--- config.mk ---
export PLATFORM = sky130hd
export DESIGN_NAME = fsmc_cfg_regs
export DESIGN_NICKNAME = d
export VERILOG_FILES = /design/src/fsmc_pkg.sv /design/src/fsmc_cfg_regs.sv
export SDC_FILE = /design/constraint.sdc
export NUM_CORES = 1
export LEC_CHECK = 0
export BUFFER_PORTS_ARGS = -buffer_cell sky130_fd_sc_hd__buf_2
export CAP_MARGIN = 20
export CORE_ASPECT_RATIO = 0.7
export CORE_MARGIN = 2
export CORE_UTILIZATION = 46
export CTS_CLUSTER_DIAMETER = 100
export CTS_CLUSTER_SIZE = 10
export DETAILED_ROUTE_END_ITERATION = 8
export PLACE_DENSITY = 0.77
export SYNTH_ARGS = -nofsm -noshare
export SYNTH_HDL_FRONTEND = slang
export SYNTH_SLANG_ARGS = --single-unit
export TNS_END_PERCENT = 1
--- constraint.sdc ---
create_clock -name clk -period 1.9 [get_ports clk]
set_input_delay 0.095 -clock clk [delete_from_list [all_inputs] [get_ports clk]]
set_output_delay 0.095 -clock clk [all_outputs]
set_load 0.005 [all_outputs]
--- src/fsmc_pkg.sv ---
// ----------------------------------------------------------------------------
// fsmc_pkg
// shared types and constants of the same-length fir convolution block
// ----------------------------------------------------------------------------
package fsmc_pkg;

  localparam int SAMPLE_W  = 24;
  localparam int COEF_W    = 18;
  localparam int TAP_CNT_W = 3;
  localparam int NUM_COEF  = 7;
  localparam int SEEN_W    = 3;
  localparam int SEEN_MAX  = 7;
  localparam int D_W       = 2;
  localparam int HALF_MAX  = 3;
  localparam int PROD_W    = SAMPLE_W + COEF_W;
  localparam int VAL_MAX   = 8388607;
  localparam int VAL_MIN   = -8388608;

  // configuration port
  localparam int APB_DATA_W = 32;
  localparam int APB_ADDR_W = 5;
  localparam int REG_IDX_W  = 3;

  localparam logic [REG_IDX_W-1:0] REG_TAP_COUNT = 3'd0;
  localparam logic [REG_IDX_W-1:0] REG_COEF_BASE = 3'd1;

  localparam logic [TAP_CNT_W-1:0] TAP_COUNT_RESET = 3'd1;
  localparam logic [COEF_W-1:0]    COEF_0_RESET    = 18'd65536;

  typedef struct packed {
    logic signed [SAMPLE_W-1:0] sample;
    logic                       scan_end;
  } in_word_t;

  typedef struct packed {
    logic signed [SAMPLE_W-1:0] filtered;
    logic                       run_last;
    logic                       bad_kernel;
  } out_word_t;

  typedef struct packed {
    logic [TAP_CNT_W-1:0]            tap_count;
    logic [NUM_COEF-1:0][COEF_W-1:0] coef;
  } cfg_t;

  typedef struct packed {
    logic run_last;
    logic bad_kernel;
  } job_ctl_t;

endpackage

--- src/fsmc_cfg_regs.sv ---
// ----------------------------------------------------------------------------
// fsmc_cfg_regs
// apb register file: tap count and kernel coefficients
// ----------------------------------------------------------------------------
module fsmc_cfg_regs import fsmc_pkg::*; (
  input  logic                  clk,
  input  logic                  rst_n,
  input  logic                  cfg_psel,
  input  logic                  cfg_penable,
  input  logic                  cfg_pwrite,
  input  logic [APB_ADDR_W-1:0] cfg_paddr,
  input  logic [APB_DATA_W-1:0] cfg_pwdata,
  output logic [APB_DATA_W-1:0] cfg_prdata,
  output logic                  cfg_pready,
  output cfg_t                  cfg
);

  logic [TAP_CNT_W-1:0]            tap_count_r;
  logic [NUM_COEF-1:0][COEF_W-1:0] coef_r;
  logic [REG_IDX_W-1:0]            reg_idx;
  logic [REG_IDX_W-1:0]            coef_idx;
  logic                            wr_en;

  assign reg_idx  = cfg_paddr[APB_ADDR_W-1:2];
  assign coef_idx = reg_idx - REG_COEF_BASE;
  assign wr_en    = cfg_psel && cfg_penable && cfg_pwrite && cfg_pready;

  always_ff @(posedge clk) begin
    if (!rst_n) begin
      tap_count_r <= TAP_COUNT_RESET;
      // tap 0 is unity, the rest are zero
      coef_r      <= {{((NUM_COEF-1)*COEF_W){1'b0}}, COEF_0_RESET};
    end else if (wr_en) begin
      if (reg_idx == REG_TAP_COUNT) begin
        tap_count_r <= cfg_pwdata[TAP_CNT_W-1:0];
      end else begin
        coef_r[coef_idx] <= cfg_pwdata[COEF_W-1:0];
      end
    end
  end

  always_comb begin
    if (reg_idx == REG_TAP_COUNT) begin
      cfg_prdata = {{(APB_DATA_W-TAP_CNT_W){1'b0}}, tap_count_r};
    end else begin
      cfg_prdata = {{(APB_DATA_W-COEF_W){1'b0}}, coef_r[coef_idx]};
    end
  end

  assign cfg_pready    = 1'b1;
  assign cfg.tap_count = tap_count_r;
  assign cfg.coef      = coef_r;

endmodule

======== After elaboration in Yosys (flattened, before gate mapping) ========
Index checks and enable logic that the tools add are counted.
Widths: inputs -> output; s select.
storage, ports and cells
  bits in registers ....................... 129
  logic and storage cells ................. 24
  input bits .............................. 42
  output and inout bits ................... 162
operators by class
  reduce and logical (&&, ||, !) cells .... 6
  bitwise operators ....................... 1
  mux-type cells .......................... 6
  $add $sub $neg .......................... 1
  order comparisons ....................... 2
operator list
  cell                 count
  $bwmux 126           1
  $bmux 18 s3          1
  $demux 18 s3         1
  $mux 18              3
  $lt 3x4->1 const B   1
  $reduce_and 2->1     2
  $ge 3x1->1 const B   1
  $logic_and 1x1->1    3
  $logic_not 3->1      1
  $sub 3x1->3 const B  1
  $not 1->1            1

======== Depth between registers and ports, before layout ========
  depth after elaboration ................. 6
  depth in mapped cells ................... 10
  gate-level depth less buffers ........... 6

======== Worst setup path before layout ========
OpenSTA, ideal clock, no wires.
  kind .................................... input-to-reg
  start point ............................. in cfg_paddr[2]
  end point ............................... reg coef_r, in the netlist cfg[115]
  library setup time ...................... 0.072 ns
  required time ........................... 1.828 ns
  stages on the path ...................... 10
  setup slack ............................. 0.085 ns
  data arrival time ....................... 1.743 ns
  cell sequence ........................... buf_6 inv_1 ha_1 nor2b_2 or3_1 buf_6 nor3_4 buf_6 buf_8 mux2i_1
between the ends
  cells in the longest elaborated chain, start to end .. 6
  elaborated cells on any way between the ends .. 10
  classes of those cells .................. add/sub: 1; order compare: 2; mux: 3; bitwise: 1; reduce/logical: 3
RTL lines
  what                                                            RTL line             RTL
  from (decl)                                                     fsmc_cfg_regs.sv:11  input logic [APB_ADDR_W-1:0] cfg_paddr,
  $sub 3x1->3                                                     fsmc_cfg_regs.sv:25  assign coef_idx = reg_idx - REG_COEF_BASE;
  $lt 3x4->1 (not written as such) or $ge 3x1->1 (tied branches)  fsmc_cfg_regs.sv:37  coef_r[coef_idx] <= cfg_pwdata[COEF_W-1:0];
  $logic_and 1x1->1 (not written as such)                         fsmc_cfg_regs.sv:37
  $mux 18 (not written as such)                                   fsmc_cfg_regs.sv:37
  $demux 18 s3                                                    fsmc_cfg_regs.sv:37
  $bwmux 126                                                      fsmc_cfg_regs.sv:37
  to (signal assigned)                                            fsmc_cfg_regs.sv:32  coef_r <= {{((NUM_COEF-1)*COEF_W){1'b0}}, COEF_0_RESET};
  to (signal, indexed assignment)                                 fsmc_cfg_regs.sv:37
  to (decl)                                                       fsmc_cfg_regs.sv:19  logic [NUM_COEF-1:0][COEF_W-1:0] coef_r;
Parallel ways exist; a longest one is shown, timed or not.
A chain may end at the register's enable or synchronous reset.

======== Worst setup path after layout ========
  start point ............................. in cfg_paddr[2]
  end point ............................... out cfg_prdata[13]
between the ends
  cells in the longest elaborated chain, start to end .. 4
  elaborated cells on any way between the ends .. 5
  classes of those cells .................. add/sub: 1; mux: 3; reduce/logical: 1
RTL lines
  what                           RTL line             RTL
  $sub 3x1->3                    fsmc_cfg_regs.sv:25
  $bmux 18 s3                    fsmc_cfg_regs.sv:46  cfg_prdata = {{(APB_DATA_W-COEF_W){1'b0}}, coef_r[coef_idx]};
  $mux 18 (not written as such)  fsmc_cfg_regs.sv:46
  $mux 18 *                      fsmc_cfg_regs.sv:43  if (reg_idx == REG_TAP_COUNT) begin
  to (decl)                      fsmc_cfg_regs.sv:13  output logic [APB_DATA_W-1:0] cfg_prdata,
Every way passes the cells marked *; elsewhere a longest branch is shown, timed or not. The select of a mux whose other input is x is not followed.

==> results.txt <==
CTS root buffer -> clkbuf_16
Detailed Route WL -> 19.3 mm
EDFF count, synth -> 0
layout cells sized above 1 -> 37.7%
total gr overflow -> 0
Layout area overhead -> 35.0%
CP delay by family, top -> buffers and inverters
CP Depth -> 9
hold path cells -> 3
P_leak -> 3.95 nW
Max-slew headroom -> 51.0%
CP Buf/Inv Count -> 5
ant diodes -> 0
IO Port Bufs -> 172
DIE WIDTH -> 141 µm
worst hold path type -> input pin to flip-flop
nets -> 853
routed len/inst -> 19.7 µm
initial antenna violation count -> 0
Async S/R FF share, synth -> 0%
Max Clock Freq -> 534 MHz
Reg clk slew, reported paths -> 50 ps
Max VDD drop -> 0.000648 V
Post-Place Cells -> 942
RSZ-0062 raised after global routing -> yes
Critical Path Max Stage Delay -> 360 ps
total core area -> 12600 µm²
number of global-route vias before repair -> 5410
CP Cell Sequence -> buf_2, inv_2, buf_4, ha_4, buf_4, mux2_2, a221oi_2, nor3_1, buf_2
IO Count -> 204
DIE AREA -> 14000 µm²
R2R setup slack -> 1180 ps
Netlist cell types -> 39
final core occ -> 64.6%
crit-path max FO -> 11
Setup WS post-layout -> 27.1 ps
Rows -> 34
Worst-Margin Slew -> 730 ps
DPL Wire Length -> 13.3 mm
DP Worst Slack -> -345 ps
dominant synthesized flop cell -> dfxtp_1
DR vias -> 5474
clock buffer depth -> 2
antenna-violating nets left -> 0
total track usage -> 27.1%
drt drc -> 0
Ys Warns -> 0
Final min period -> 1870 ps
clock skew -> 0 ps
global-route wire length before repair -> 29.2 mm
CTS tree -> yes
r2r worst-path depth -> 2
Max-cap violations -> 0
crit share post-route -> 98.6%
CTS Sinks -> 129
Clk Latency, worst-skew pair -> 400 ps
Power Dens Cells -> 830 nW/µm²
Cell Area, Synth -> 6020 µm²
vias per cell -> 5.57
H-tree lvl count -> 4
Setup CP Type -> input pin to primary output
CP Launch Type -> input pin
Slowest-stage cell, CP -> ha_4
initial DRC count -> 343
final number of setup-violating endpoints -> 0
Initial Util -> 47.8%
Max Slew Vio Count -> 0
Req. time, crit path -> 1800 ps
CP Capture Type -> primary output
register area share after synthesis -> 42.9%
GPL Wtd Cong -> 0.922
Avg Inst Size Synth -> 9.94 µm²
number of buffers created by CTS -> 17
Final Hold Violating Endpoints -> 0
largest net degree at the start of global routing -> 70
fin cells -> 982
detailed-router iteration count before antenna repair -> 5
floorplan die height -> 99.7 µm
outcome -> finished, final reports clean
critical path data arrival time -> 1780 ps
Syn Inst Count -> 606
#FFs+latches synth -> 129
routing by layer:
metal	vias up	part of all wire [%]	GRT usage (%)
met4	0	1.6	9.62
met5	-	0	0
li1	2495	-	-
met1	2645	43	36.8
met3	33	9.1	6.02
met2	301	46	42.7
through the flow:
stage                     instance area [µm²]  hold WS (ps)  TNS, ps  power [W]
final                                    8130          67.9        0    0.00675
after global routing                     8130          93.2    -52.7    0.00692
after CTS                                8000          47.0        0    0.00672
after detailed placement                 7290           341   -19520    0.00343
after global placement                   7290           329   -14410    0.00342
after floorplan                          6070           223        0    0.00318
report_power, final:
part	switching (W)	internal, W	total, W
logic	0.000420	0.000313	0.000732
clock network	0.00115	0.00212	0.00327
registers	0.0000203	0.00273	0.00275
total	0.00159	0.00516	0.00675
path summary, 6_finish.rpt:
check                  from        endpoint
min reg2reg         cfg[38]         cfg[38]
max reg2reg         cfg[10]         cfg[10]
max            cfg_paddr[2]  cfg_prdata[13]
min          cfg_pwdata[16]         cfg[16]
layout make-up:
| type | instances | area [µm²] |
|---|---|---|
| fillers | 959 | 4460 |
| multi-input cells | 426 | 3240 |
| flip-flops and latches | 129 | 2580 |
| repair buffers | 232 | 1500 |
| clock buffers | 25 | 515 |
| well taps | 162 | 203 |
| clock inverters | 5 | 75.1 |
| inverters | 3 | 11.3 |
state kept, by name, indices dropped and copies added (netlist names):
name / cells
cfg: 126
tap_count_r: 3
Yosys cell counts, types with 4 or more instances:
master	n	share of area, %
nand2_1	159	9.9
mux2i_1	141	23
dfxtp_1	129	43
buf_4	22	2.7
clkbuf_1	22	1.4
mux2_2	13	2.4
a221oi_1	11	1.6
nor3_1	11	0.91
buf_2	9	0.75
mux4_2	9	3.4
nor2_1	8	0.50
buf_6	7	1.3
and2_1	6	0.62
o21ai_0	6	0.50
a211oi_1	5	0.62
a31oi_1	4	0.42
a41oi_1	4	0.58
o22a_1	4	0.58
placed cells by master (no fill, tap or decap), drive strengths merged, types with 2 or more instances in the layout:
master | synthesis | final
mux2 | 14 | 14
o21ai | 6 | 6
nand3 | 3 | 3
nand2 | 159 | 159
nor2b | 4 | 4
conb | 2 | 15
dlygate4sd3 | 0 | 3
nand2b | 2 | 2
a2111oi | 5 | 5
ha | 2 | 2
buf | 39 | 228
mux4 | 9 | 9
clkinv | 0 | 3
a31oi | 4 | 4
a211oi | 5 | 5
a221oi | 11 | 11
mux2i | 141 | 141
and2 | 6 | 6
a41oi | 4 | 4
a221o | 2 | 2
nor3 | 12 | 12
clkbuf | 22 | 26
o22a | 4 | 4
inv | 3 | 3
dfxtp | 129 | 129
nor2 | 11 | 11
bufinv | 0 | 2
cell families (layout without fill, tap and decap cells):
kind of cell / Yosys count / count (layout) / share of synthesized area (%)
simple gates: 199 / 199 / 14.4
mux: 164 / 164 / 29.4
flops: 129 / 129 / 42.9
buf+inv: 64 / 265 / 6.61
compound gates: 44 / 44 / 5.76
fa+ha+maj: 2 / 2 / 0.416
other cells: 2 / 15 / 0.125
xor+xnor: 2 / 2 / 0.416
what timing repair did:
item,4_1_cts,5_1_grt
hold endpoints to repair,3,0
resized for setup,10,21
pin swaps,2,4
cloned,0,1
hold buffers,3,0
endpoints found under the setup margin,18,16
setup buffers,5,1
worst min-delay path, cell delays in order:
cell and delay (ps):
buf_2 120, inv_1 60, o311ai_0 120
Power figures use the tool's default switching activity.
