### src/fsmc_pkg.sv
// ----------------------------------------------------------------------------
// fsmc_pkg
// shared types and constants of the same-length fir convolution block
// ----------------------------------------------------------------------------
package fsmc_pkg;

  localparam int SAMPLE_W  = 24;
  localparam int COEF_W    = 18;
  localparam int TAP_CNT_W = 3;
  localparam int NUM_COEF  = 7;
  localparam int SEEN_W    = 3;
  localparam int SEEN_MAX  = 7;
  localparam int D_W       = 2;
  localparam int HALF_MAX  = 3;
  localparam int PROD_W    = SAMPLE_W + COEF_W;
  localparam int VAL_MAX   = 8388607;
  localparam int VAL_MIN   = -8388608;

  // configuration port
  localparam int APB_DATA_W = 32;
  localparam int APB_ADDR_W = 5;
  localparam int REG_IDX_W  = 3;

  localparam logic [REG_IDX_W-1:0] REG_TAP_COUNT = 3'd0;
  localparam logic [REG_IDX_W-1:0] REG_COEF_BASE = 3'd1;

  localparam logic [TAP_CNT_W-1:0] TAP_COUNT_RESET = 3'd1;
  localparam logic [COEF_W-1:0]    COEF_0_RESET    = 18'd65536;

  typedef struct packed {
    logic signed [SAMPLE_W-1:0] sample;
    logic                       scan_end;
  } in_word_t;

  typedef struct packed {
    logic signed [SAMPLE_W-1:0] filtered;
    logic                       run_last;
    logic                       bad_kernel;
  } out_word_t;

  typedef struct packed {
    logic [TAP_CNT_W-1:0]            tap_count;
    logic [NUM_COEF-1:0][COEF_W-1:0] coef;
  } cfg_t;

  typedef struct packed {
    logic run_last;
    logic bad_kernel;
  } job_ctl_t;

endpackage

### src/fsmc_window.sv
// ----------------------------------------------------------------------------
// fsmc_window
// sample history and result sequencer: one window per result
// ----------------------------------------------------------------------------
module fsmc_window import fsmc_pkg::*; #(
  parameter int MAX_TAPS = 7
) (
  input  logic                               clk,
  input  logic                               rst_n,
  input  cfg_t                               cfg,
  input  logic                               in_valid,
  input  in_word_t                           in_data,
  output logic                               in_stall,
  input  logic                               job_adv,
  output logic                               job_valid,
  output job_ctl_t                           job_ctl,
  output logic [MAX_TAPS-1:0][SAMPLE_W-1:0]  job_win
);

  localparam int HIST_D = (MAX_TAPS > 1) ? MAX_TAPS - 1 : 1;

  logic [HIST_D-1:0][SAMPLE_W-1:0]   hist_r, hist_nxt;
  logic [SEEN_W-1:0]                 seen_r, seen_nxt;
  logic                              job_valid_r, job_valid_nxt;
  logic                              job_single_r, job_single_nxt;
  logic                              job_end_r, job_end_nxt;
  logic                              job_bad_r, job_bad_nxt;
  logic [D_W-1:0]                    job_d_r, job_d_nxt;
  logic [D_W-1:0]                    job_half_r, job_half_nxt;
  logic [MAX_TAPS-1:0][SAMPLE_W-1:0] job_win_r, job_win_nxt;

  logic [MAX_TAPS-1:0][SAMPLE_W-1:0] win_in, win_sh, win_step;
  logic                              kernel_bad;
  logic [D_W-1:0]                    half;
  logic [D_W-1:0]                    d0;
  logic                              p_ge_half;
  logic                              job_final;
  logic                              in_accept;
  logic                              load;

  always_comb begin
    kernel_bad = !cfg.tap_count[0] || (int'(cfg.tap_count) > MAX_TAPS);
    half       = D_W'(cfg.tap_count >> 1);
    p_ge_half  = seen_r >= SEEN_W'(half);

    win_in[0] = in_data.sample;
    for (int i = 1; i < MAX_TAPS; i++) begin
      win_in[i] = hist_r[i-1];
    end

    // zeros stand in for samples past the scan end
    if (p_ge_half || !in_data.scan_end || kernel_bad) begin
      d0 = '0;
    end else begin
      d0 = half - seen_r[D_W-1:0];
    end

    win_sh = win_in;
    for (int s = 0; s < HALF_MAX; s++) begin
      if (D_W'(s) < d0) begin
        for (int i = MAX_TAPS - 1; i > 0; i--) begin
          win_sh[i] = win_sh[i-1];
        end
        win_sh[0] = '0;
      end
    end

    for (int i = MAX_TAPS - 1; i > 0; i--) begin
      win_step[i] = job_win_r[i-1];
    end
    win_step[0] = '0;

    job_final = job_single_r || (job_d_r == job_half_r);
    in_stall  = job_valid_r && !(job_adv && job_final);
    in_accept = in_valid && !in_stall;
    load      = in_accept && (kernel_bad || in_data.scan_end || p_ge_half);

    job_valid_nxt  = job_valid_r;
    job_single_nxt = job_single_r;
    job_end_nxt    = job_end_r;
    job_bad_nxt    = job_bad_r;
    job_d_nxt      = job_d_r;
    job_half_nxt   = job_half_r;
    job_win_nxt    = job_win_r;

    if (job_valid_r && job_adv) begin
      if (job_final) begin
        job_valid_nxt = 1'b0;
      end else begin
        job_d_nxt   = job_d_r + 1'b1;
        job_win_nxt = win_step;
      end
    end

    if (load) begin
      job_valid_nxt  = 1'b1;
      job_single_nxt = kernel_bad || !in_data.scan_end;
      job_end_nxt    = in_data.scan_end;
      job_bad_nxt    = kernel_bad;
      job_d_nxt      = d0;
      job_half_nxt   = half;
      job_win_nxt    = win_sh;
    end

    hist_nxt = hist_r;
    seen_nxt = seen_r;
    if (in_accept) begin
      if (in_data.scan_end) begin
        hist_nxt = '0;
        seen_nxt = '0;
      end else begin
        for (int i = 0; i < HIST_D; i++) begin
          hist_nxt[i] = win_in[i];
        end
        if (seen_r < SEEN_W'(SEEN_MAX)) begin
          seen_nxt = seen_r + 1'b1;
        end
      end
    end
  end

  always_ff @(posedge clk) begin
    if (!rst_n) begin
      hist_r      <= '0;
      seen_r      <= '0;
      job_valid_r <= 1'b0;
    end else begin
      hist_r      <= hist_nxt;
      seen_r      <= seen_nxt;
      job_valid_r <= job_valid_nxt;
    end
  end

  always_ff @(posedge clk) begin
    job_single_r <= job_single_nxt;
    job_end_r    <= job_end_nxt;
    job_bad_r    <= job_bad_nxt;
    job_d_r      <= job_d_nxt;
    job_half_r   <= job_half_nxt;
    job_win_r    <= job_win_nxt;
  end

  assign job_valid          = job_valid_r;
  assign job_ctl.run_last   = job_end_r && job_final;
  assign job_ctl.bad_kernel = job_bad_r;
  assign job_win            = job_win_r;

endmodule

### config.mk
export PLATFORM = sky130hd
export DESIGN_NAME = fsmc_window
export DESIGN_NICKNAME = d
export VERILOG_FILES = /design/src/fsmc_pkg.sv /design/src/fsmc_window.sv
export SDC_FILE = /design/constraint.sdc
export NUM_CORES = 1
export LEC_CHECK = 0
export CAP_MARGIN = 20
export CORE_UTILIZATION = 50
export DETAILED_ROUTE_END_ITERATION = 7
export DONT_BUFFER_PORTS = 1
export PLACE_DENSITY_LB_ADDON = 0.05
export SLEW_MARGIN = 20
export SYNTH_ARGS = -nofsm -noshare
export SYNTH_HDL_FRONTEND = slang
export SYNTH_SLANG_ARGS = --single-unit
export TNS_END_PERCENT = 20
### constraint.sdc
create_clock -name clk -period 39.3 [get_ports clk]
set_clock_uncertainty 0.15 [all_clocks]
set_input_delay 1.965 -clock clk [delete_from_list [all_inputs] [get_ports clk]]
set_output_delay 1.965 -clock clk [all_outputs]
set_load 0.01 [all_outputs]
Word level (Yosys, flattened, before mapping)
Cells that the tools add are included.

operators by class
  order comparisons = 5
  muxes and demuxes = 16
  equal/unequal tests = 2
  add/sub/neg operators = 3
  reductions and logical operators = 22

operators by type and width
  operator                                                                  number
  168-bit two-way mux                                                       6
  144-bit two-way mux                                                       1
  2-bit two-way mux                                                         4
  1-bit logical AND                                                         6
  1-bit logical OR                                                          6
  3-bit two-way mux                                                         2
  2-bit AND reduction                                                       3
  2-bit nonzero test                                                        3
  1-bit logical NOT                                                         4
  1-bit by 2-bit < comparator with 1-bit output (first input constant)      2
  3-bit by 1-bit adder with 3-bit output (second input constant)            1
  3-bit by 2-bit greater-or-equal comparator with 1-bit output              1
  3-bit < comparator (second input constant)                                1
  1-bit two-way mux                                                         3
  2-bit by 1-bit adder with 2-bit output (second input constant)            1
  2-bit equality test                                                       1
  2-bit < comparator (first input constant)                                 1
  2-bit by 1-bit inequality test with 1-bit output (second input constant)  1
  2-bit subtractor                                                          1

word-level totals
  input bits = 158
  word-level logic and storage cells = 68
  flip-flop bits (word level) = 323
  output and inout port bits = 172

Depth between registers and ports, before layout
Gate-level depths: netlist of run 1.

  depth in word-level cells = 10
  mapped depth = 10
  depth with buffers taken out = 7

Worst setup path after synthesis of run 1
Ideal clock, no wire load.

  kind = in2reg
  from = input port job_adv
  to = register job_d_r[0], enable pin
  required time = 38,200 ps
  setup slack = 23,804 ps
  setup time = 950 ps
  stages = 2
  arrival = 14,396 ps
  path buffers = 0
  cell sequence = inv_1 -> o31ai_1

between the ends
  longest elaborated chain between the ends = 8
  elaborated cells between the ends (all ways) = 10
  those cells by class = eq/ne: 1; reduce/logical: 9

RTL lines
  what                                                                                              RTL line            source
  from (decl)                                                                                       fsmc_window.sv:14   input logic job_adv,
  1-bit logical AND                                                                                 fsmc_window.sv:74   in_stall = job_valid_r && !(job_adv && job_final);
  1-bit logical NOT                                                                                 fsmc_window.sv:74
  1-bit logical AND                                                                                 fsmc_window.sv:74
  1-bit logical NOT                                                                                 fsmc_window.sv:75   in_accept = in_valid && !in_stall;
  1-bit logical AND                                                                                 fsmc_window.sv:75
  1-bit logical AND                                                                                 fsmc_window.sv:76   load = in_accept && (kernel_bad || in_data.scan_end || p_ge_half);
  2-bit by 1-bit inequality test with 1-bit output (no line) or 2-bit nonzero test (tied branches)  -
  2-bit AND reduction (no line) (*)                                                                 -
  to (signal assigned)                                                                              fsmc_window.sv:138  job_d_r <= job_d_nxt;
  to (decl)                                                                                         fsmc_window.sv:28   logic [D_W-1:0] job_d_r, job_d_nxt;

Every way passes the cells marked *; elsewhere a longest branch is shown, timed or not.
A chain may end at the register's enable or synchronous reset.

Worst setup path in the final report of run 1
  from = input port cfg[127] in the netlist's numbering
  to = register job_win_r, in the netlist job_win[153], enable pin

between the ends
  longest elaborated chain between the ends = 5
  elaborated cells between the ends (all ways) = 6
  those cells by class = order compare: 1; eq/ne: 1; reduce/logical: 4

RTL lines
  what                                                                                              RTL line            source
  from (decl)                                                                                       fsmc_window.sv:10   input cfg_t cfg,
  3-bit by 2-bit greater-or-equal comparator with 1-bit output (*)                                  fsmc_window.sv:44   p_ge_half = seen_r >= SEEN_W'(half);
  1-bit logical OR (*)                                                                              fsmc_window.sv:76
  1-bit logical AND (*)                                                                             fsmc_window.sv:76
  2-bit by 1-bit inequality test with 1-bit output (no line) or 2-bit nonzero test (tied branches)  -
  2-bit AND reduction (no line) (*)                                                                 -
  to (signal assigned)                                                                              fsmc_window.sv:140  job_win_r <= job_win_nxt;
  to (decl)                                                                                         fsmc_window.sv:30   logic [MAX_TAPS-1:0][SAMPLE_W-1:0] job_win_r, job_win_nxt;

Marked as above.

==> results of run 1 <==
-- cells in the final DEF (no fill, tap or decap), drive strengths merged, types with 2 or more instances in the layout --
cell,count
xnor2,2
clkinv,10
nor2,32
and2,26
or2,2
nor2b,77
xor2,5
a21oi,172
ha,4
a22o,24
and3,48
a211oi,2
o31ai,49
o2bb2ai,24
inv,13
o21ai,6
a2bb2oi,24
mux2i,73
mux2,48
clkbuf,55
nand2b,3
dfxtp,148
o221ai,48
o22ai,24
buf,28
nand2,339
a22oi,24
edfxtp,175
a221o,73
nor3,26
-- power by group through the flow --
stage               clock [mW]  combinational, mW  sequential, mW
floorplan                    0             0.0925           0.428
global placement             0              0.119           0.431
detailed placement           0              0.120           0.432
CTS                      0.325              0.121           0.425
global route             0.337              0.131           0.427
finish                   0.320              0.122           0.425
-- through the flow --
| step | hold WS, ps | worst slack, ps | total power [mW] | instances | area, um^2 |
|---|---|---|---|---|---|
| final | 304 | 33820 | 0.867 | 2038 | 17700 |
| after global routing | 325 | 33700 | 0.895 | 2038 | 17700 |
| after global placement | 289 | 33350 | 0.550 | 1971 | 16600 |
| after detailed placement | 298 | 33320 | 0.552 | 1972 | 16600 |
| after CTS | 306 | 33870 | 0.870 | 2038 | 17700 |
| after floorplan | 284 | 23800 | 0.520 | 1669 | 16500 |
-- critical path, cell delays in order --
cell and delay, ps:
inv_1 40, ha_4 530, buf_4 770, nand2b_4 330, a211oi_1 90, or3_4 700, o31ai_4 160, buf_12 720
-- worst min-delay path by stage --
stage,to,start,cells after the start,slack (ps)
finish,hist_r[122],hist_r[122],2,300
global route,hist_r[141],hist_r[141],2,330
CTS,hist_r[123],hist_r[123],2,310
detailed placement,hist_r[131],hist_r[131],2,300
global placement,hist_r[122],hist_r[122],2,290
floorplan,hist_r[120],hist_r[120],2,280
-- state kept, by name, indices dropped and copies added (netlist names) --
register      flops
seen_r            3
job_valid         1
job_half_r        2
hist_r          144
job_single_r      1
job_d_r           2
job_win         168
job_end_r         1
job_bad_r         1
-- metal layers --
layer  up-vias  track usage (%)
met5         -                0
met4         0             7.77
met3        63             6.18
met2       595             38.5
met1      6134             44.5
li1       5986                -
-- final cells by class --
class	count	area (um^2)
fill	2848	14800
sequential	323	8220
multi-input combinational	1167	7560
clock buffer	55	1040
tap	442	553
timing repair buffer	28	230
clock inverter	11	53.8
inverter	12	45.0
-- logic make-up (layout without fill, tap and decap cells) --
kind of cell             after synthesis  in the layout
AND/OR/NAND/NOR                      561            561
multiplexers                         121            121
adder cells (fa/ha/maj)                4              4
XOR/XNOR                               7              7
AO/OA/AOI/OAI                        474            474
buffers and inverters                179            106
flip-flops                           323            323
==> results.txt, run 1 <==
The mean cell area of the mapped netlist is 9.88 um^2. The initial core utilization is 50.8%. The number of nets produced by synthesis is 1831. Clock-pin slew was measured on the worst setup and hold paths at 60 ps.

The remaining design rule violation count came out at 0. The max-capacitance violation count came out at 0. The internal power consumption came out at 0.611 mW. The chip width came out at 184 um. Sequential cells burn 49.0% of the power.

The setup path with the least slack is of type in -> reg. After synthesis, the largest family of logic cells by area is compound AO/OA/AOI/OAI gates. The post-synthesis share of cell area spent on full adders, half adders and majority gates is 0.303%. The multiplexer share of the synthesized area came out at 7.71%. The worst register-to-register path begins at seen_r[0].

The cell taking the most area after synthesis is edfxtp_1. The met2 wire length came out at 20000 um. Per report_power, the clock group accounts for 36.9% of the total. The site row count came out at 66. The largest net degree at the start of global routing came out at 171.

CTS saw 323 sinks. Once detailed placement completed, the half-perimeter wirelength came to 30600 um. The synthesized design contains 323 register bits. The number of buffers added by the clock tree synthesis step came out at 37. The setup slack of the most critical reg-to-reg path is 34890 ps. The count of buffers from port buffering is 0.

The most instantiated flip-flop cell in the synthesis netlist is edfxtp_1. The total overflow reported by the global router came out at 0. The area growth from synthesis to layout is 7.31%. At the end of routability-driven placement, the weighted congestion stood at 0.836. The power density normalized to cell area is 49.0 nW/um^2. Synthesis produced a netlist whose cell count is 1669.

Yosys instantiated no cell more often than nand2_1. The synthesized-area fraction occupied by and/or/nand/nor cells came out at 15.7%. The hold buffer count at cts came out at 0. The height of the chip is 184 um. Summing the areas of all xor and xnor instances in the mapped netlist gives 0.372% of the synthesized area. The worst slew slack as a fraction of its limit came out at 21.4%. In this run, the number of DRC markers left after iteration 0 of detailed routing was 1496. The count of flip-flops with a built-in enable after synthesis came out at 175.

Setup violations remaining at the end of the flow were counted as 0. The area of the placeable core is 32500 um^2. Yosys printed 0 warnings. The post-route clock period utilization came out at 13.9%. Setup repair after global routing left no endpoint under its margin. Global routing used 28.4% of the available tracks.

The final layout net count is 1731. The number of buffers inserted to repair setup after CTS is 0. For the worst setup path, the data arrival time is 5470 ps. The fraction of final layout cells with drive strength greater than 1 is 8.71%.

The routed metal-1 wirelength is 23500 um. The number of failing hold endpoints at the final stage came out at 0. The type of element capturing the critical path is a flip-flop. The tree is rooted in a clkbuf_16. Static timing analysis puts the maximum clock frequency at 0.183 GHz. Dividing the detail-routed wire length by the instance count gives 24.1 um. The tightest min-delay check is of the reg -> reg type. Cells fill 54.5% of the core in the end. The switching power came out at 0.256 mW. The data required time of the worst path is 39290 ps.

Post-CTS repair changed the size of 0 cells. The total inserted antenna cells is 0. The depth of the worst register-to-register path is 7. The via count of the routed design came out at 12778. The top cell type's share of synthesized area came out at 31.9%. After synthesis, the cell types taking the most area are edfxtp_1, dfxtp_1, nand2_1. The via count of the first global-routing pass was 11663. The met3 wire length came out at 4440 um.

The proportion of synthesized chip area in sequential cells is 49.8%. Signal routing reaches up to met4. For the final routed database, the setup TNS stands at 0 ps. By count the netlist is led by nand2_1, edfxtp_1, a21oi_1. The clock tree synthesis step divided the H-tree into 2 levels. The via-per-instance ratio came out at 6.27. The total die area came out at 33700 um^2. The deepest clock path buffer count is 3. VDD sags by at most 0.0000346 V. The run finished with clean final reports. The startpoint kind of the worst setup timing path is a primary input.

The max-slew violation count came out at 0. The analysis attributes to cell leakage a power of 6.16 nW. The worst register-to-register path ends at job_win[153]. After detailed routing, the total wire length is 49100 um. The share of synthesized flip-flops with an asynchronous set or reset is 0%. The number of antenna violations at the first check in global routing is 0. In this run the worst path has a maximum fanout of 170.

The clock insertion delay at the later pin of the skew report is 530 ps. In this run the count of I/O pins placed on the die edge is 330. The part of the power in combinational logic came out at 14.1%.

The post-synthesis cell type count is 55. The cell area after technology mapping came out at 16500 um^2. The number of iterations in the first detailed-routing pass is 5. In this run the worst setup path begins at cfg[127]. The area fraction in compound gates after synthesis is 20.8%. For the pin with the worst max-slew slack, the measured transition is 1170 ps. The count of antenna-violating nets left after detailed routing came out at 0. The routed design could run at a clock period as short as 5480 ps. Following the worst setup path forward leads to its endpoint at job_win[153]. The first global-routing pass estimated 74000 um of wire. The switching part of the total is 29.5%. TritonCTS built the clock tree.
Note: power is estimated with default switching activity, not from simulation.
==> run 2: changes to the inputs <==
==> constraint.sdc (replaced) <==
create_clock -name clk -period 5 [get_ports clk]
set_clock_uncertainty 0.15 [all_clocks]
set_input_delay 0.25 -clock clk [delete_from_list [all_inputs] [get_ports clk]]
set_output_delay 0.25 -clock clk [all_outputs]
set_load 0.01 [all_outputs]
==> run 2 against run 1 <==
  * Worst setup slack got worse by 33000 ps
  * Wire length increased by 2.0%
  * Count of clock-buffer cells in the layout unchanged
  * Flip-flop and latch count unchanged
  * Final cell count increased by 2.3%
  * Highest routed layer unchanged
==> results.txt, run 2 (same netlist as run 1, synthesis figures left out) <==
The post-route total power came out at 7.05 mW (+710%). The number of buffers inserted to repair setup after CTS came to 0 (unchanged). The met2 capacity usage during global routing is 39.9% (+1.4 points). The weighted congestion reported at the end of routability-driven placement came to 0.842 (+0.74%).

The clock insertion delay at the later pin of the skew report is 520 ps (about the same). The deepest clock path buffer count came to 3 (unchanged). The transition time of the tightest slew-check pin came out at 1160 ps (-14.8 ps).

The final count of negative-setup-slack endpoints is 0 (unchanged). The via count of the routed design is 13033 (+2.0%). The HPWL after detailed placement came to 31200 um (+1.8%). The cell family contributing the most delay on the critical path is simple AND/OR/NAND/NOR gates. The site row count came out at 66 (unchanged). The largest net degree at the start of global routing came out at 123 (-28%). The flip-flop count of the largest register after layout is 168 (unchanged). The met1 layer usage reported by global route came out at 45.6% (+1.1 points). The global-route wire length before repair came out at 76200 um (+2.9%). The count of antenna-violating nets left after detailed routing came out at 0 (unchanged). met1 is the most crowded layer. The routed length per instance came to 24.0 um (-0.30%). The static power due to leakage is 6.45 nW (+4.8%). The post-route clock period utilization came out at 75.8%. The remaining design rule violation count came out at 0 (unchanged). The total overflow reported by the global router was 0 (unchanged).

The total inserted antenna cells came out at 0 (unchanged). Setup repair after global routing left no endpoint under its margin. The clock sink count is 323 (unchanged). The area of the placeable core came out at 32500 um^2 (unchanged). The number of iterations in the first detailed-routing pass came out at 5 (unchanged). The chip width came out at 184 um (unchanged).

The post-CTS resize count is 0 (unchanged). The number of filler cells placed in the layout came to 2813 (-1.2%). The first-iteration detailed-routing DRC count came out at 1513 (+1.1%).

For this run, the top clock speed supported by timing is 0.264 GHz. The final layout net count came out at 1775 (+2.5%). The maximum fanout along the worst path is 79 (-54%).

The largest individual stage delay along the critical path comes from the cell ha_4. The overall routing resource usage is 29.1% (+0.69 points). Traced cell by cell, the critical path runs through ha_4 > nand2b_4 > a211oi_1 > or3_4 > o31ai_4 > buf_4. The via count of the first global-routing pass came out at 12091 (+3.7%).

By startpoint and endpoint, the worst setup path is classified as reg -> reg. The post-route worst hold slack is 10.6 ps (-294 ps). The worst hold path belongs to the class in -> reg.

The layout overhead on the synthesized area is 11.0%. The post-CTS clock slew at the launch and capture registers of the worst setup and hold paths came to 60 ps (about the same). The height of the chip is 184 um (unchanged). The max-capacitance violation count was 0 (unchanged).

The type of element capturing the critical path is a flip-flop. The top cell types in the final layout, fill and taps aside, are nand2_1, edfxtp_1, a21oi_1, dfxtp_1, nor2b_1. The I/O pin total was 330 (unchanged). The power density normalized to cell area came out at 385 nW/um^2 (+690%).

The data required time of the worst path came out at 4990 ps (-34300 ps). The number of H-tree branching levels is 2 (unchanged). The worst-case vdd ir drop was 0.000282 V (+720%). The count of buffers from port buffering came out at 0 (unchanged). The number of buffers added by the clock tree synthesis step is 37 (unchanged).

The via-per-instance ratio came to 6.25 (-0.26%). The post-route minimum period is 3790 ps. The data arrival at the endpoint of the critical path is 3780 ps (-1690 ps). The clock root buffer is clkbuf_16. The max-slew violation count is 0 (unchanged). The fraction of final layout cells with drive strength greater than 1 came out at 9.50% (+0.79 points). The wire length reported by the detailed router is 50100 um (+2.0%).

The initial core utilization is 50.8% (unchanged). The largest stage delay on the critical path is 750 ps (-20 ps). The hold buffer count at cts is 37 (+37).

The worst slew slack as a fraction of its limit came out at 22.8% (+1.3 points). The total die area came out at 33700 um^2 (unchanged). STA classifies the critical path startpoint as a flip-flop. The number of antenna violations at the first check in global routing came out at 0 (unchanged).

The flow ran to the end, and the final reports show no timing, DRC or antenna violations. The number of failing hold endpoints at the final stage is 0 (unchanged). The met3 usage came to 5.37% (-0.81 points). The most common cell after layout, fill and taps aside is nand2_1.

The utilization after layout is 56.4% (+1.9 points). The worst path buffer plus inverter count came to 1 (-2). The CTS tree is built.
## run 2: cell count changes in the layout (fill, tap and decap cells not counted), sizes merged
cell,change
dlygate4sd3,+37
buf,+7
clkinv,+2
## run 2: final cells by class
class                   count  area [um^2]  area share (%)
inverters                  12         45.0           0.246
repair buffers             72          708            3.87
well taps                 442          553            3.02
flip-flops and latches    323         8220            44.9
clock inverters            13         63.8           0.349
multi-input cells        1167         7550            41.3
clock buffers              55         1160            6.33
## run 2: where the power goes
group	total (mW)	internal (mW)	switching [mW]	leakage, nW
registers	3.34	3.08	0.265	2.92
clock network	2.70	1.60	1.10	0.605
logic	1.01	0.332	0.675	2.93
## run 2: worst paths after layout
path / start / to / slack (ps) / cells past startpoint
max reg2reg: seen_r[0] / job_win[33] / 1210 / 6
max: seen_r[0] / job_win[33] / 1210 / 6
min reg2reg: hist_r[136] / hist_r[136] / 300 / 2
min: in_data[6] / job_win[53] / 10 / 2
## run 2: per-stage QoR
step                      worst slack [ps]  TNS (ps)  cell area, um^2  instances
after floorplan                       -693   -117780            16500       1669
after global placement                1240         0            16700       1979
after detailed placement              1220         0            16700       1979
after CTS                             1210         0            18300       2084
after global routing                  1070         0            18300       2084
final                                 1210         0            18300       2084
## run 2: layer usage
layer | part of all wire [%] | routed length, um | vias to the layer above
met5 | 0 | 0 | -
met4 | 2.6 | 1320 | 0
met3 | 8.9 | 4450 | 70
met2 | 41 | 20600 | 604
met1 | 47 | 23800 | 6278
li1 | - | - | 6081
==> run 3: changes to the inputs <==
==> constraint.sdc (replaced) <==
create_clock -name clk -period 3.5 [get_ports clk]
set_clock_uncertainty 0.15 [all_clocks]
set_input_delay 0.175 -clock clk [delete_from_list [all_inputs] [get_ports clk]]
set_output_delay 0.175 -clock clk [all_outputs]
set_load 0.01 [all_outputs]
==> run 3 against run 2 <==
  * Combinational power rose by 46%
  * Critical path depth grew 3
  * Total power rose by 40%
  * Count of clock-buffer cells in the layout is 5 higher
  * Sequential share of layout area shrank 0.052 points
  * Clock power is 36% higher
  * Worst setup slack got worse by 1000 ps
==> results.txt, run 3 (same netlist as run 1, synthesis figures left out) <==
The run finished with clean final reports. The static power due to leakage came out at 6.45 nW (about the same). The clock insertion delay at the later pin of the skew report came out at 530 ps (about the same). The total die area is 33700 um^2 (unchanged). The data required time of the worst path is 3620 ps (-1370 ps). The site row count is 66 (unchanged). The post-route total power came out at 9.89 mW (+40%). The library cells used most frequently in the layout, excluding fill and tap cells, are nand2_1, edfxtp_1, a21oi_1, dfxtp_1, nor2b_1. The weighted congestion reported at the end of routability-driven placement is 0.832 (-1.2%). Leaving out fill and tap cells, the most frequent cell in the layout is nand2_1. The total placed instance area came to 16800 um^2 (+0.52%).

STA classifies the critical path startpoint as a flip-flop. The met3 usage is 5.01% (-0.36 points). The final count of negative-setup-slack endpoints came to 0 (unchanged). The timing-limited maximum frequency came out at 0.302 GHz (+14%). Relative to the synthesized area, the layout overhead comes to 11.1%. The worst-case vdd ir drop came out at 0.000499 V (+77%). The initial core utilization came out at 50.8% (unchanged).

The worst setup path is captured at a flip-flop. The count of buffers from port buffering was 0 (unchanged). The post-route minimum period came out at 3310 ps (-477 ps). The overall routing resource usage came out at 28.9% (-0.12 points). The I/O pin total is 330 (unchanged). The worst slew slack as a fraction of its limit is 29.4% (+6.7 points). The met2 capacity usage during global routing is 39.6% (-0.27 points). The number of antenna violations at the first check in global routing came out at 0 (unchanged).

The number of buffers added by the clock tree synthesis step came to 36 (-2.7%). The tightest min-delay check is of the in -> reg type. The wire length reported by the detailed router came out at 49900 um (-0.42%). The flip-flop count of the largest register after layout is 168 (unchanged). The via count of the first global-routing pass came out at 12062 (-0.24%).

The summed area of non-filler cells in the final layout came out at 18300 um^2 (+0.12%). The transition time of the tightest slew-check pin is 1050 ps (-105 ps). The number of buffers inserted to repair setup after CTS was 0 (unchanged).

The clock root buffer is clkbuf_16. The height of the chip came out at 184 um (unchanged). The deepest clock path buffer count is 3 (unchanged). The max-slew violation count came out at 0 (unchanged). The total overflow reported by the global router is 0 (unchanged). The data arrival at the endpoint of the critical path is 3430 ps (-350 ps).

Setup repair after global routing left no endpoint under its margin. The maximum fanout along the worst path came out at 35 (-56%). The met1 layer usage reported by global route was 45.6% (about the same). The number of filler cells placed in the layout came out at 2853 (+1.4%). The depth of the worst register-to-register path was 9 (+3). The post-CTS clock slew at the launch and capture registers of the worst setup and hold paths is 60 ps (about the same). The HPWL after detailed placement came out at 31500 um (+1.2%). The depth of the worst hold-timing path is 2 (unchanged). The post-route clock period utilization came to 94.6% (+19 points).

The routed length per instance is 23.9 um (-0.51%). The remaining design rule violation count came out at 0 (unchanged). The max-capacitance violation count came out at 0 (unchanged).

The utilization after layout came out at 56.5% (+0.065 points). The number of failing hold endpoints at the final stage came out at 0 (unchanged). The global-route wire length before repair came out at 75900 um (-0.37%). The largest net degree at the start of global routing was 140 (+14%). The via-per-instance ratio was 6.27 (+0.32%). The clock sink count is 323 (unchanged). The count of antenna-violating nets left after detailed routing came out at 0 (unchanged).

The setup total negative slack is 0 ps (unchanged). The chip width is 184 um (unchanged). The total inserted antenna cells is 0 (unchanged). The number of iterations in the first detailed-routing pass is 5 (unchanged). The layer flagged by global routing as most heavily used is met1. The fraction of final layout cells with drive strength greater than 1 came out at 9.43% (-0.072 points). The power density normalized to cell area came out at 540 nW/um^2 (+40%). The area of the placeable core came out at 32500 um^2 (unchanged). The setup path with the least slack is of type reg -> reg. TritonCTS built the clock tree. The post-route worst hold slack came out at 21.3 ps (+10.7 ps).

The final layout net count came out at 1780 (+0.28%). The via count of the routed design came out at 13087 (+0.41%). The first-iteration detailed-routing DRC count is 1436 (-5.1%).

The post-CTS resize count is 0 (unchanged). The number of H-tree branching levels came out at 2 (unchanged).
-- run 3: cell count changes in the layout (fill, tap and decap cells not counted), sizes merged --
cell and change:
clkinv -9, nor2 +1, buf +5, inv -1, clkbuf +5, clkinvlp +1
-- run 3: area by class of cell --
cell class	instances	area, um^2	area share, %
clock inverter	4	22.5	0.123
timing repair buffer	77	811	4.43
sequential	323	8220	44.9
inverter	12	45.0	0.246
clock buffer	60	1100	6.02
multi-input combinational	1168	7570	41.3
tap	442	553	3.02
-- run 3: path summary, 6_finish.rpt --
path         slack [ps]   startpoint      endpoint
min reg2reg         300  hist_r[142]   hist_r[142]
max reg2reg         190    seen_r[1]  job_win[110]
min                  20  in_data[19]   job_win[66]
max                 190    seen_r[1]  job_win[110]
-- run 3: stage by stage --
step / instances / worst slack (ps)
floorplan: 1669 / -2190
global placement: 1982 / 281
detailed placement: 1983 / 284
CTS: 2084 / 244
global route: 2086 / 78.7
finish: 2086 / 189
-- run 3: timing repair --
| action | 4_1_cts | 5_1_grt |
|---|---|---|
| hold buffers | 37 | 0 |
| hold endpoints to repair | 93 | 0 |
| endpoints found under the setup margin | 0 | 2 |
-- run 3: per-layer routing --
metal	up-vias	wire length (um)	part of all wire, %
li1	6102	-	-
met5	-	0	0
met4	0	1320	2.7
met1	6290	23800	48
met3	83	4420	8.9
met2	612	20400	41
-- run 3: report_power, final --
part	total, mW	internal (mW)	switching (mW)
registers	4.76	4.39	0.373
clock network	3.66	2.14	1.52
logic	1.47	0.490	0.979
total	9.89	7.03	2.87
-- run 3: critical path, stage by stage (launching register included) --
cell and delay (ps):
dfxtp_1 340, ha_1 490, buf_4 270, xor2_4 190, buf_4 490, nand2b_1 100, buf_4 250, o22ai_1 280
a21oi_1 150, a221o_1 330
